### src/rtl/dsvbd_ram.sv
`default_nettype none

// Simple dual-port RAM: one write port, one read port, registered read data
module dsvbd_ram #(
    parameter int WIDTH = 8,
    parameter int DEPTH = 64,
    localparam int AW   = (DEPTH > 1) ? $clog2(DEPTH) : 1
) (
    input  wire logic             i_clk,
    input  wire logic             i_we,
    input  wire logic [AW-1:0]    i_waddr,
    input  wire logic [WIDTH-1:0] i_wdata,
    input  wire logic [AW-1:0]    i_raddr,
    output logic      [WIDTH-1:0] o_rdata
);

    logic [WIDTH-1:0] r_mem [DEPTH];

    always_ff @(posedge i_clk) begin
        if (i_we) begin
            r_mem[i_waddr] <= i_wdata;
        end
        o_rdata <= r_mem[i_raddr];
    end

endmodule

`default_nettype wire

### config.mk
export PLATFORM = sky130hd
export DESIGN_NAME = dsvbd_ram
export DESIGN_NICKNAME = d
export VERILOG_FILES = /design/src/rtl/dsvbd_ram.sv
export SDC_FILE = /design/constraint.sdc
export NUM_CORES = 1
export LEC_CHECK = 0
export BUFFER_PORTS_ARGS = -buffer_cell sky130_fd_sc_hd__buf_2
export CORE_MARGIN = 10
export CORE_UTILIZATION = 40
export CTS_BUF_LIST = sky130_fd_sc_hd__clkbuf_4 sky130_fd_sc_hd__clkbuf_8
export CTS_CLUSTER_DIAMETER = 80
export CTS_CLUSTER_SIZE = 28
export DETAILED_ROUTE_END_ITERATION = 6
export PLACE_DENSITY = 0.6
export SLEW_MARGIN = 40
export SYNTH_ARGS = -nofsm -noshare
export SYNTH_HDL_FRONTEND = slang
export SYNTH_SLANG_ARGS = --single-unit
### constraint.sdc
create_clock -name i_clk -period 1.6 [get_ports i_clk]
set_input_delay 0 -clock i_clk [delete_from_list [all_inputs] [get_ports i_clk]]
set_output_delay 0 -clock i_clk [all_outputs]
set_load 0.01 [all_outputs]
==> implementation parameters, run 1 <==
Parameter                              Value

CTS
  Bufs on Longest Clock Path    3
  CTS sink count    520
  Number of levels the H-tree was split into    1
  Total CTS buffers    24
  Root Driver    sky130_fd_sc_hd__clkbuf_8
  Clk_lat worst skew    0.67 ns
  CTS tree    built
  Clock input transition at the sequential cells of the worst setup and hold paths    0.16 ns

Timing
  Unrepaired setup endpoints after global routing    yes
  Final worst path period need    1.85 ns
  Post-route clock period utilization    116%
  Transition at the pin with the smallest max-transition slack    0.750 ns
  Final WS setup    -0.254 ns
  Worst slew slack as a fraction of its limit    50.0%
  Top achievable clock speed    0.539 GHz
  Number of hold violations in the final report    4
  Pins Over Slew Limit    0
  Number of setup violations in the final report    8
  Largest clock skew in the final design    0.0378 ns
  Setup Total Neg Slack    -1.52 ns
  Worst hold-check slack    -0.00350 ns

Status
  Status    finished with violations
  Violations in the final reports    hold timing, setup timing

Critical path
  Sum of buffers and inverters on the critical path    0
  Kind of end point of the critical path    flip-flop
  Cell with the largest stage delay on the worst path    sky130_fd_sc_hd__mux4_2
  Depth of the worst register-to-register path    5
  R2r endpoint    o_rdata[4]
  Kind of launch point of the worst setup path    flip-flop
  CP max FO    1
  WP data required    2.17 ns
  Worst path arrival time    2.42 ns
  Kind of critical path    reg2reg
  Startpoint of the worst-slack reg-to-reg timing path    r_mem[21][4]
  Worst setup slack for register-to-register paths    -0.25 ns
  Kind of cell with the highest combined delay on the critical path    multiplexers
  Maximum cell stage delay along the critical path    0.49 ns
  Critical path origin    r_mem[21][4]
  Critical Path Sink    o_rdata[4]
  Critical path depth in cells    5
  Cell-by-cell trace of the critical path    mux4_2, mux2_4, o221a_4, nor3_4, o32ai_1

Yosys
  Cell type with the highest aggregate area in the netlist    sky130_fd_sc_hd__edfxtp_1
  Number of standard cells after synthesis    940
  Count of synthesis-stage warnings from yosys    0
  Share of synthesized area occupied by flip-flops and latches    77.0%
  Net Count, Synth    962
  Synth top area share    76.2%
  Leading post-synthesis cells by cell area    sky130_fd_sc_hd__edfxtp_1 (76%), sky130_fd_sc_hd__mux4_2 (14%), sky130_fd_sc_hd__nor2_1 (1.5%), sky130_fd_sc_hd__mux2i_1 (1.1%), sky130_fd_sc_hd__dfxtp_1 (0.79%)
  Number of synthesized register bits    520
  Area of the mapped netlist    0.0202 sq mm
  Number of different library cells in the post-synthesis netlist    40
  Synthesized area per cell    21.5 sq um

Floorplan
  Initial Util    40.4%
  Ports    30
  Die span in y    245 um
  Num rows    82
  Placeable core region    0.0500 sq mm
  Die area    0.0598 sq mm
  Horizontal die dimension    245 um

GRT
  Vias in the first global route    10,121
  GR Util All Layers    15.5%
  Number of antenna violations at the first check in global routing    5
  Wire length of the first global-routing pass    68,900 um
  Maximum number of pins on one net before global-route repair    65
  GRT Residual Overflow    0

Finish
  Signed area change from the synthesized netlist to the final layout    14.3%
  Fin nets    1,146
  FILL cells    4,197
  Final design instance area without fill    0.0231 sq mm
  Layout cell share with drive strength beyond 1    34.3%

Power
  Switching power    5.06 mW
  Switching Fraction    22.4%
  Sequential share of power    67.1%
  Final total power    22.5 mW
  Leakage    7.31 nW
  Power density normalized to cell area    978 mW/mm^2
  Clock share of power    25.5%
  Peak ir drop on the vdd network    0.000626 V
  Combinational fraction of design power    7.4%
  Design internal power    17.5 mW

Drt
  Avg WL per Cell    25.9 um
  Final wirelength    46,900 um
  Total number of vias    9,918
  First-pass iteration count of the detailed router    5
  Drt drc    0
  Post-DRT Antenna Nets    0
  Vias/cell    5.48
  Drt first-iter violations    1,073

Placement
  Placed inst area    0.0222 sq mm
  Detailed-placement wirelength estimate    30,300 um
  Last weighted congestion value of the routability-driven placer    0.847
  Port Buffers    29

Hold path
  Tightest Hold Check Type    in2reg

Run
  Number of max-cap violations    0
[power groups by stage]
stage	sequential, mW	combinational [mW]	clock, mW
finish	15.1	1.66	5.76
global route	15.1	1.78	6.37
CTS	15.1	1.67	5.89
detailed placement	15.4	1.59	0
global placement	15.4	1.56	0
floorplan	15.4	0.818	0
[registers in the layout (all words and copies together) (netlist names)]
register and flops:
r_mem 512, o_rdata 8
[per-stage QoR]
step	setup WS (ns)	instances	util (%)
after floorplan	-0.0502	940	-
after global placement	-0.757	1753	44.5
after detailed placement	-0.780	1753	44.5
after CTS	-0.245	1808	46.1
after global routing	-0.297	1811	46.1
final	-0.254	1811	46.1
[cell usage after synthesis, drive strengths merged]
cell and count:
nand3 13, or3 1, mux4 126, mux2 13
o21a 2, o22ai 8, buf 34, nand4b 1
o2111ai 3, a2111oi 2, nor2 83, a22oi 3
o2bb2ai 3, nand4 2, and2 1, a221oi 6
a211oi 4, mux2i 23, o311ai 1, nor4 2
a31oi 1, o221ai 8, o221a 2, nand2b 7
o21ai 4, o32ai 2, nand3b 3, dfxtp 8
edfxtp 512, clkbuf 17, nand2 19, nor3 7
nor2b 14, o41ai 2, a21oi 3
[metal layers]
layer	wire (um)	global-route usage [%]
met1	20600	22.3
met2	22100	24.7
met3	3480	3.07
met4	643	2.16
met5	31	0
[timing repair]
action | 4_1_cts | 5_1_grt
endpoints found under the hold margin | 301 | 0
hold buffers | 16 | 0
setup buffers | 0 | 2
gates resized for setup | 26 | 4
endpoints found under the setup margin | 8 | 15
pin swaps | 8 | 3
[cell families (layout without fill, tap and decap cells)]
family                 count (synthesis)  in the layout  synth area share, %
AO/OA/AOI/OAI                         54             54                 2.07
AND/OR/NAND/NOR                      153            153                 3.39
other                                  0              1                    0
buffers and inverters                 51            249                 1.57
multiplexers                         162            162                 15.9
flip-flops                           520            520                 77.0
[layout by cell type, fill, tap and decap left out, types with 4 or more instances in the layout]
| cell | Yosys | final |
|---|---|---|
| sky130_fd_sc_hd__nor2_1 | 83 | 80 |
| sky130_fd_sc_hd__mux4_2 | 126 | 126 |
| sky130_fd_sc_hd__nor3_1 | 7 | 5 |
| sky130_fd_sc_hd__nand2b_1 | 7 | 7 |
| sky130_fd_sc_hd__nand2_1 | 19 | 19 |
| sky130_fd_sc_hd__edfxtp_1 | 512 | 512 |
| sky130_fd_sc_hd__nor2b_1 | 14 | 14 |
| sky130_fd_sc_hd__buf_12 | 2 | 10 |
| sky130_fd_sc_hd__clkinv_8 | 0 | 4 |
| sky130_fd_sc_hd__mux2i_1 | 23 | 23 |
| sky130_fd_sc_hd__nand3_1 | 13 | 13 |
| sky130_fd_sc_hd__mux2_4 | 0 | 5 |
| sky130_fd_sc_hd__dfxtp_1 | 8 | 8 |
| sky130_fd_sc_hd__buf_4 | 13 | 160 |
| sky130_fd_sc_hd__a211oi_1 | 4 | 4 |
| sky130_fd_sc_hd__buf_2 | 11 | 21 |
| sky130_fd_sc_hd__o22ai_1 | 8 | 8 |
| sky130_fd_sc_hd__mux2_2 | 13 | 8 |
| sky130_fd_sc_hd__o221ai_1 | 8 | 8 |
| sky130_fd_sc_hd__dlygate4sd3_1 | 0 | 16 |
| sky130_fd_sc_hd__clkbuf_8 | 0 | 27 |
| sky130_fd_sc_hd__clkbuf_4 | 0 | 6 |
[final cells by class]
class | instances | area, sq um | share of cell area, %
Multi-Input combinational cell | 369 | 4500 | 19.5
Clock inverter | 9 | 93.8 | 0.407
Tap cell | 672 | 841 | 3.65
Clock buffer | 31 | 395 | 1.71
Timing Repair Buffer | 209 | 1690 | 7.32
Antenna cell | 1 | 2.50 | 0.0109
Sequential cell | 520 | 15500 | 67.4
[worst min path at each step]
stage	slack, ns	endpoint	start	depth (start not counted)
2_1_floorplan	0.1	r_mem[0][0]	i_wdata[0]	0
3_3_place_gp	0.42	o_rdata[7]	o_rdata[7]	1
3_5_place_dp	0.42	o_rdata[7]	o_rdata[7]	1
4_1_cts	0.0005	r_mem[54][0]	i_wdata[0]	2
5_1_grt	0.007	r_mem[23][0]	i_wdata[0]	2
6_report	-0.004	r_mem[22][0]	i_wdata[0]	2
(Power assumes the default switching activity.)
==> run 2, diff against run 1 <==
--- a/config.mk
+++ b/config.mk
@@ -6,13 +6,15 @@
 export NUM_CORES = 1
 export LEC_CHECK = 0
 export BUFFER_PORTS_ARGS = -buffer_cell sky130_fd_sc_hd__buf_2
+export CELL_PAD_IN_SITES_DETAIL_PLACEMENT = 0
+export CELL_PAD_IN_SITES_GLOBAL_PLACEMENT = 1
 export CORE_MARGIN = 10
 export CORE_UTILIZATION = 40
 export CTS_BUF_LIST = sky130_fd_sc_hd__clkbuf_4 sky130_fd_sc_hd__clkbuf_8
 export CTS_CLUSTER_DIAMETER = 80
 export CTS_CLUSTER_SIZE = 28
 export DETAILED_ROUTE_END_ITERATION = 6
-export PLACE_DENSITY = 0.6
+export PLACE_DENSITY = 0.65
 export SLEW_MARGIN = 40
 export SYNTH_ARGS = -nofsm -noshare
 export SYNTH_HDL_FRONTEND = slang
==> run 2 against run 1 <==
  * The run still ends with hold timing, setup timing left
  * Utilization is 0.25 points higher
  * Sequential cell count did not move
  * Clock skew fell by 0.011 ns
  * Setup slack got worse by 0.020 ns
  * Clock-buffer cell count grew 1
  * Global-route usage down 0.33 points
  * Clock power up 6.1%
  * Critical path depth did not move
  * Sequential power about the same
  * Critical path type unchanged
==> implementation parameters, run 2 (same netlist as run 1, synthesis figures left out) <==
Parameter                              Value

Critical path
  Kind of critical path    reg2reg
  Critical Path Sink    o_rdata[4]
  Worst setup slack for register-to-register paths    -0.27 ns
  Kind of launch point of the worst setup path    flip-flop
  Kind of end point of the critical path    flip-flop
  WP data required    2.16 ns
  Depth of the worst register-to-register path    5
  Worst path arrival time    2.43 ns
  Startpoint of the worst-slack reg-to-reg timing path    r_mem[21][4]
  CP max FO    1
  Critical path origin    r_mem[21][4]
  R2r endpoint    o_rdata[4]

Status
  Status    finished with violations
  Violations in the final reports    hold timing, setup timing

Placement
  Last weighted congestion value of the routability-driven placer    0.824
  Detailed-placement wirelength estimate    30,800 um
  Port Buffers    29
  Placed inst area    0.0224 sq mm

Power
  Final total power    22.9 mW
  Leakage    7.43 nW
  Peak ir drop on the vdd network    0.000556 V
  Power density normalized to cell area    987 mW/mm^2

Timing
  Top achievable clock speed    0.534 GHz
  Transition at the pin with the smallest max-transition slack    0.752 ns
  Final WS setup    -0.274 ns
  Largest clock skew in the final design    0.0272 ns
  Unrepaired setup endpoints after global routing    yes
  Worst slew slack as a fraction of its limit    49.9%
  Worst hold-check slack    -0.255 ns
  Final worst path period need    1.87 ns
  Pins Over Slew Limit    0
  Number of setup violations in the final report    8
  Post-route clock period utilization    117%
  Number of hold violations in the final report    8

Floorplan
  Die span in y    245 um
  Placeable core region    0.0500 sq mm
  Num rows    82
  Ports    30
  Die area    0.0598 sq mm
  Horizontal die dimension    245 um
  Initial Util    40.4%

CTS
  Total CTS buffers    26
  CTS tree    built
  CTS sink count    520
  Clk_lat worst skew    0.67 ns
  Post-CTS Hold Buffers    10
  Bufs on Longest Clock Path    3
  Clock input transition at the sequential cells of the worst setup and hold paths    0.15 ns
  Number of levels the H-tree was split into    1
  Root Driver    sky130_fd_sc_hd__clkbuf_8

Drt
  Avg WL per Cell    24.9 um
  First-pass iteration count of the detailed router    5
  Drt first-iter violations    942
  Drt drc    0
  Vias/cell    5.36
  Post-DRT Antenna Nets    0
  Final wirelength    45,500 um
  Total number of vias    9,810

Hold path
  Startpoint of the worst hold path    i_raddr[5]
  Tightest Hold Check Type    in2reg

Finish
  Final design instance area without fill    0.0232 sq mm
  Most frequent cells in the layout    sky130_fd_sc_hd__edfxtp_1 (512), sky130_fd_sc_hd__buf_4 (177), sky130_fd_sc_hd__mux4_2 (126)
  Fin nets    1,162
  Most common cell after layout, fill and taps aside    sky130_fd_sc_hd__edfxtp_1
  Top flop regs    r_mem: 512 flops, o_rdata: 8 flops
  Layout cell share with drive strength beyond 1    35.8%
  Flip-flop count of the largest register, all copies and words added    512
  Register with the most flip-flops    r_mem
  Signed area change from the synthesized netlist to the final layout    15.0%

GRT
  GRT Residual Overflow    0
  GR Util All Layers    15.2%
  Met1 usage in global routing    21.5%
  GRT Max-Usage Layer    met2
  Maximum number of pins on one net before global-route repair    65
  Vias in the first global route    10,169
  Met3 usage    2.30%
  Wire length of the first global-routing pass    67,800 um
  Global Route met2 Usage    24.8%
  Number of antenna violations at the first check in global routing    2

Run
  Number of max-cap violations    0
[run 2: cell types whose count changed in the layout (fill, tap and decap cells not counted), sizes merged]
cell         before  now
clkinv            7    4
inv               0    6
buf             191  212
dlygate4sd3      16   10
clkinvlp          2    4
[run 2: worst max-delay path, cell delays in order, from the launching register on]
cell	delay, ns
sky130_fd_sc_hd__edfxtp_1	0.39
sky130_fd_sc_hd__mux4_2	0.47
sky130_fd_sc_hd__mux2_4	0.28
sky130_fd_sc_hd__o221a_4	0.28
sky130_fd_sc_hd__nor3_4	0.25
sky130_fd_sc_hd__o32ai_1	0.11
[run 2: worst min path at each step]
stage	end	slack, ns	depth (start not counted)
floorplan	r_mem[0][0]	0.1	0
global placement	o_rdata[1]	0.42	3
detailed placement	o_rdata[1]	0.42	3
CTS	o_rdata[1]	-0.29	3
global route	o_rdata[1]	-0.25	3
finish	o_rdata[1]	-0.26	3
[run 2: report_power, final]
part           internal, mW  switching, mW
clock                  1.90           4.21
sequential             15.1         0.0512
combinational         0.722          0.942
total                  17.7           5.20
[run 2: metal layers]
metal / routed length [um] / up-vias / part of all wire (%)
li1: - / 4296 / -
met1: 20200 / 5211 / 44
met2: 22100 / 252 / 48
met3: 2470 / 51 / 5.4
met4: 814 / 0 / 1.8
met5: 0 / - / 0
[run 2: what timing repair did]
action,in CTS,in global routing
pin swaps,6,0
endpoints found under the hold margin,289,8
setup buffers,0,0
setup endpoints to repair,8,8
resized for setup,20,3
[run 2: metrics by stage]
step / cells / hold slack [ns] / util [%] / TNS (ns) / setup WS (ns)
after floorplan: 940 / 0.0989 / - / -0.148 / -0.0502
after global placement: 1774 / 0.418 / 44.8 / -3.07 / -0.465
after detailed placement: 1774 / 0.420 / 44.8 / -3.29 / -0.468
after CTS: 1830 / -0.293 / 46.4 / -1.71 / -0.253
after global routing: 1831 / -0.247 / 46.4 / -2.20 / -0.323
final: 1831 / -0.255 / 46.4 / -1.72 / -0.274
[run 2: final cells by class]
type	count	area, sq um
antenna	1	2.50
timing repair buffer	223	1770
sequential	520	15500
multi-input combinational	369	4460
clock inverter	14	158
fill	4224	26800
tap	672	841
clock buffer	32	415
==> run 3, diff against run 2 <==
--- a/config.mk
+++ b/config.mk
@@ -5,9 +5,11 @@
 export SDC_FILE = /design/constraint.sdc
 export NUM_CORES = 1
 export LEC_CHECK = 0
+export ABC_CLOCK_PERIOD_IN_PS = 1600
 export BUFFER_PORTS_ARGS = -buffer_cell sky130_fd_sc_hd__buf_2
 export CELL_PAD_IN_SITES_DETAIL_PLACEMENT = 0
 export CELL_PAD_IN_SITES_GLOBAL_PLACEMENT = 1
+export CORE_ASPECT_RATIO = 0.75
 export CORE_MARGIN = 10
 export CORE_UTILIZATION = 40
 export CTS_BUF_LIST = sky130_fd_sc_hd__clkbuf_4 sky130_fd_sc_hd__clkbuf_8
==> run 3 against run 2 <==
  * The run still ends with hold timing, setup timing left
  * Fmax down 3.1%
  * Clock power down 14%
  * Register-to-register slack worse by 0.06 ns
  * Sequential share of layout area up 0.76 points
  * Largest cell class unchanged
  * Highest routed layer is now met5
==> implementation parameters, run 3 (same netlist as run 1, synthesis figures left out) <==
Parameter                              Value

Status
  Status    finished with violations
  Violations in the final reports    hold timing, setup timing

Power
  Peak ir drop on the vdd network    0.000439 V
  Leakage    7.29 nW
  Power density normalized to cell area    962 mW/mm^2

Floorplan
  Initial Util    40.3%
  Placeable core region    0.0500 sq mm
  Num rows    71
  Die span in y    214 um
  Die area    0.0599 sq mm
  Ports    30
  Horizontal die dimension    279 um

CTS
  Clk_lat worst skew    0.64 ns
  Root Driver    sky130_fd_sc_hd__clkbuf_8
  Total CTS buffers    22
  Post-CTS Hold Buffers    7
  Bufs on Longest Clock Path    3
  CTS tree    built
  CTS sink count    520
  Number of buffers inserted by post-CTS setup repair    0
  Clock input transition at the sequential cells of the worst setup and hold paths    0.16 ns
  Number of levels the H-tree was split into    1

GRT
  GRT Max-Usage Layer    met1
  GRT Residual Overflow    0
  Met3 usage    3.45%
  Maximum number of pins on one net before global-route repair    65
  Global Route met2 Usage    21.7%
  Vias in the first global route    10,005
  Wire length of the first global-routing pass    69,500 um
  GR Util All Layers    15.5%
  Number of antenna violations at the first check in global routing    3
  Met1 usage in global routing    24.5%

Finish
  Final design instance area without fill    0.0229 sq mm
  Most common cell after layout, fill and taps aside    sky130_fd_sc_hd__edfxtp_1
  Register with the most flip-flops    r_mem
  Most frequent cells in the layout    sky130_fd_sc_hd__edfxtp_1 (512), sky130_fd_sc_hd__buf_4 (164), sky130_fd_sc_hd__mux4_2 (126)
  Flip-flop count of the largest register, all copies and words added    512
  Post-route core utilization    45.8%
  Signed area change from the synthesized netlist to the final layout    13.7%
  Fin nets    1,146
  Top flop regs    r_mem: 512 flops, o_rdata: 8 flops
  Layout cell share with drive strength beyond 1    34.6%

Timing
  Final WS setup    -0.334 ns
  Number of setup violations in the final report    8
  Number of hold violations in the final report    8
  Top achievable clock speed    0.517 GHz
  Transition at the pin with the smallest max-transition slack    0.764 ns
  Setup Total Neg Slack    -1.63 ns
  Pins Over Slew Limit    0
  Worst hold-check slack    -0.146 ns
  Final worst path period need    1.93 ns
  Post-route clock period utilization    121%
  Largest clock skew in the final design    0.0320 ns
  Unrepaired setup endpoints after global routing    yes
  Worst slew slack as a fraction of its limit    49.1%

Drt
  Vias/cell    5.54
  Avg WL per Cell    26.1 um
  Drt first-iter violations    1,213
  Final wirelength    46,800 um
  Drt drc    0
  First-pass iteration count of the detailed router    5
  Post-DRT Antenna Nets    0
  Total number of vias    9,926

Critical path
  WP data required    2.12 ns
  Worst path arrival time    2.45 ns
  Critical Path Sink    o_rdata[1]
  Crit path top cell by count    sky130_fd_sc_hd__mux4_2
  Startpoint of the worst-slack reg-to-reg timing path    r_mem[15][1]
  CP max FO    1
  Worst setup slack for register-to-register paths    -0.33 ns
  R2r endpoint    o_rdata[1]
  Cell with the largest stage delay on the worst path    sky130_fd_sc_hd__mux4_2
  Cell-by-cell trace of the critical path    mux4_2, mux4_2, nor2_4, nor3_2, o2bb2ai_1
  Kind of launch point of the worst setup path    flip-flop
  Critical path origin    r_mem[15][1]
  Kind of end point of the critical path    flip-flop
  Depth of the worst register-to-register path    5
  Maximum cell stage delay along the critical path    0.57 ns
  Kind of critical path    reg2reg

Placement
  Placed inst area    0.0224 sq mm
  Last weighted congestion value of the routability-driven placer    0.831
  Minimum setup slack after placement    -0.596 ns
  Detailed-placement wirelength estimate    31,300 um
  Port Buffers    29

Run
  Number of max-cap violations    0

Hold path
  Tightest Hold Check Type    in2reg
==> run 3: changes by cell type in the layout (fill, tap and decap cells not counted), sizes merged <==
cell         delta
buf             -9
inv             -6
clkinvlp        -3
dlygate4sd3     -3
clkbuf          -2
clkinv          -2
==> run 3: metal layers <==
metal | vias up | routed length [um] | part of all wire, %
met1 | 5303 | 22700 | 49
li1 | 4250 | - | -
met2 | 330 | 20000 | 43
met4 | 6 | 544 | 1.2
met3 | 37 | 3490 | 7.5
met5 | - | 39 | 0.083
==> run 3: metrics by stage <==
step	power [mW]	std cells
6_report	22.0	1791
5_1_grt	22.9	1790
4_1_cts	22.2	1790
3_5_place_dp	17.0	1750
3_3_place_gp	17.0	1750
2_1_floorplan	16.2	940
==> run 3: how the worst min path moves through the flow <==
stage | from | to | slack, ns | depth (start not counted)
floorplan | i_wdata[0] | r_mem[0][0] | 0.1 | 0
global placement | o_rdata[0] | o_rdata[0] | 0.43 | 1
detailed placement | o_rdata[0] | o_rdata[0] | 0.43 | 1
CTS | i_raddr[5] | o_rdata[6] | -0.19 | 3
global route | i_raddr[5] | o_rdata[6] | -0.15 | 3
finish | i_raddr[5] | o_rdata[6] | -0.15 | 3
==> run 3: power breakdown <==
part	internal (mW)	switching, mW	total, mW
sequential	15.1	0.0518	15.1
combinational	0.718	0.951	1.67
clock	1.54	3.73	5.26
==> run 3: cell type report <==
type	instances	area, sq um
clock inverter	3	16.3
sequential	520	15500
timing repair buffer	211	1720
multi-input combinational	369	4450
fill	4213	27100
clock buffer	30	375
antenna	1	2.50
tap	657	822
==> run 3: critical path, delay by kind of cell (launching register included) <==
| family | cells | cell delay (ns) |
|---|---|---|
| multiplexers | 2 | 1.07 |
| flip-flops | 1 | 0.39 |
| AO/OA/AOI/OAI | 1 | 0.13 |
| AND/OR/NAND/NOR | 2 | 0.22 |
==> run 3: timing repair <==
item	4_1_cts	5_1_grt
pin swaps	2	0
resized for setup	19	4
hold endpoints to repair	281	8
setup endpoints to repair	8	8
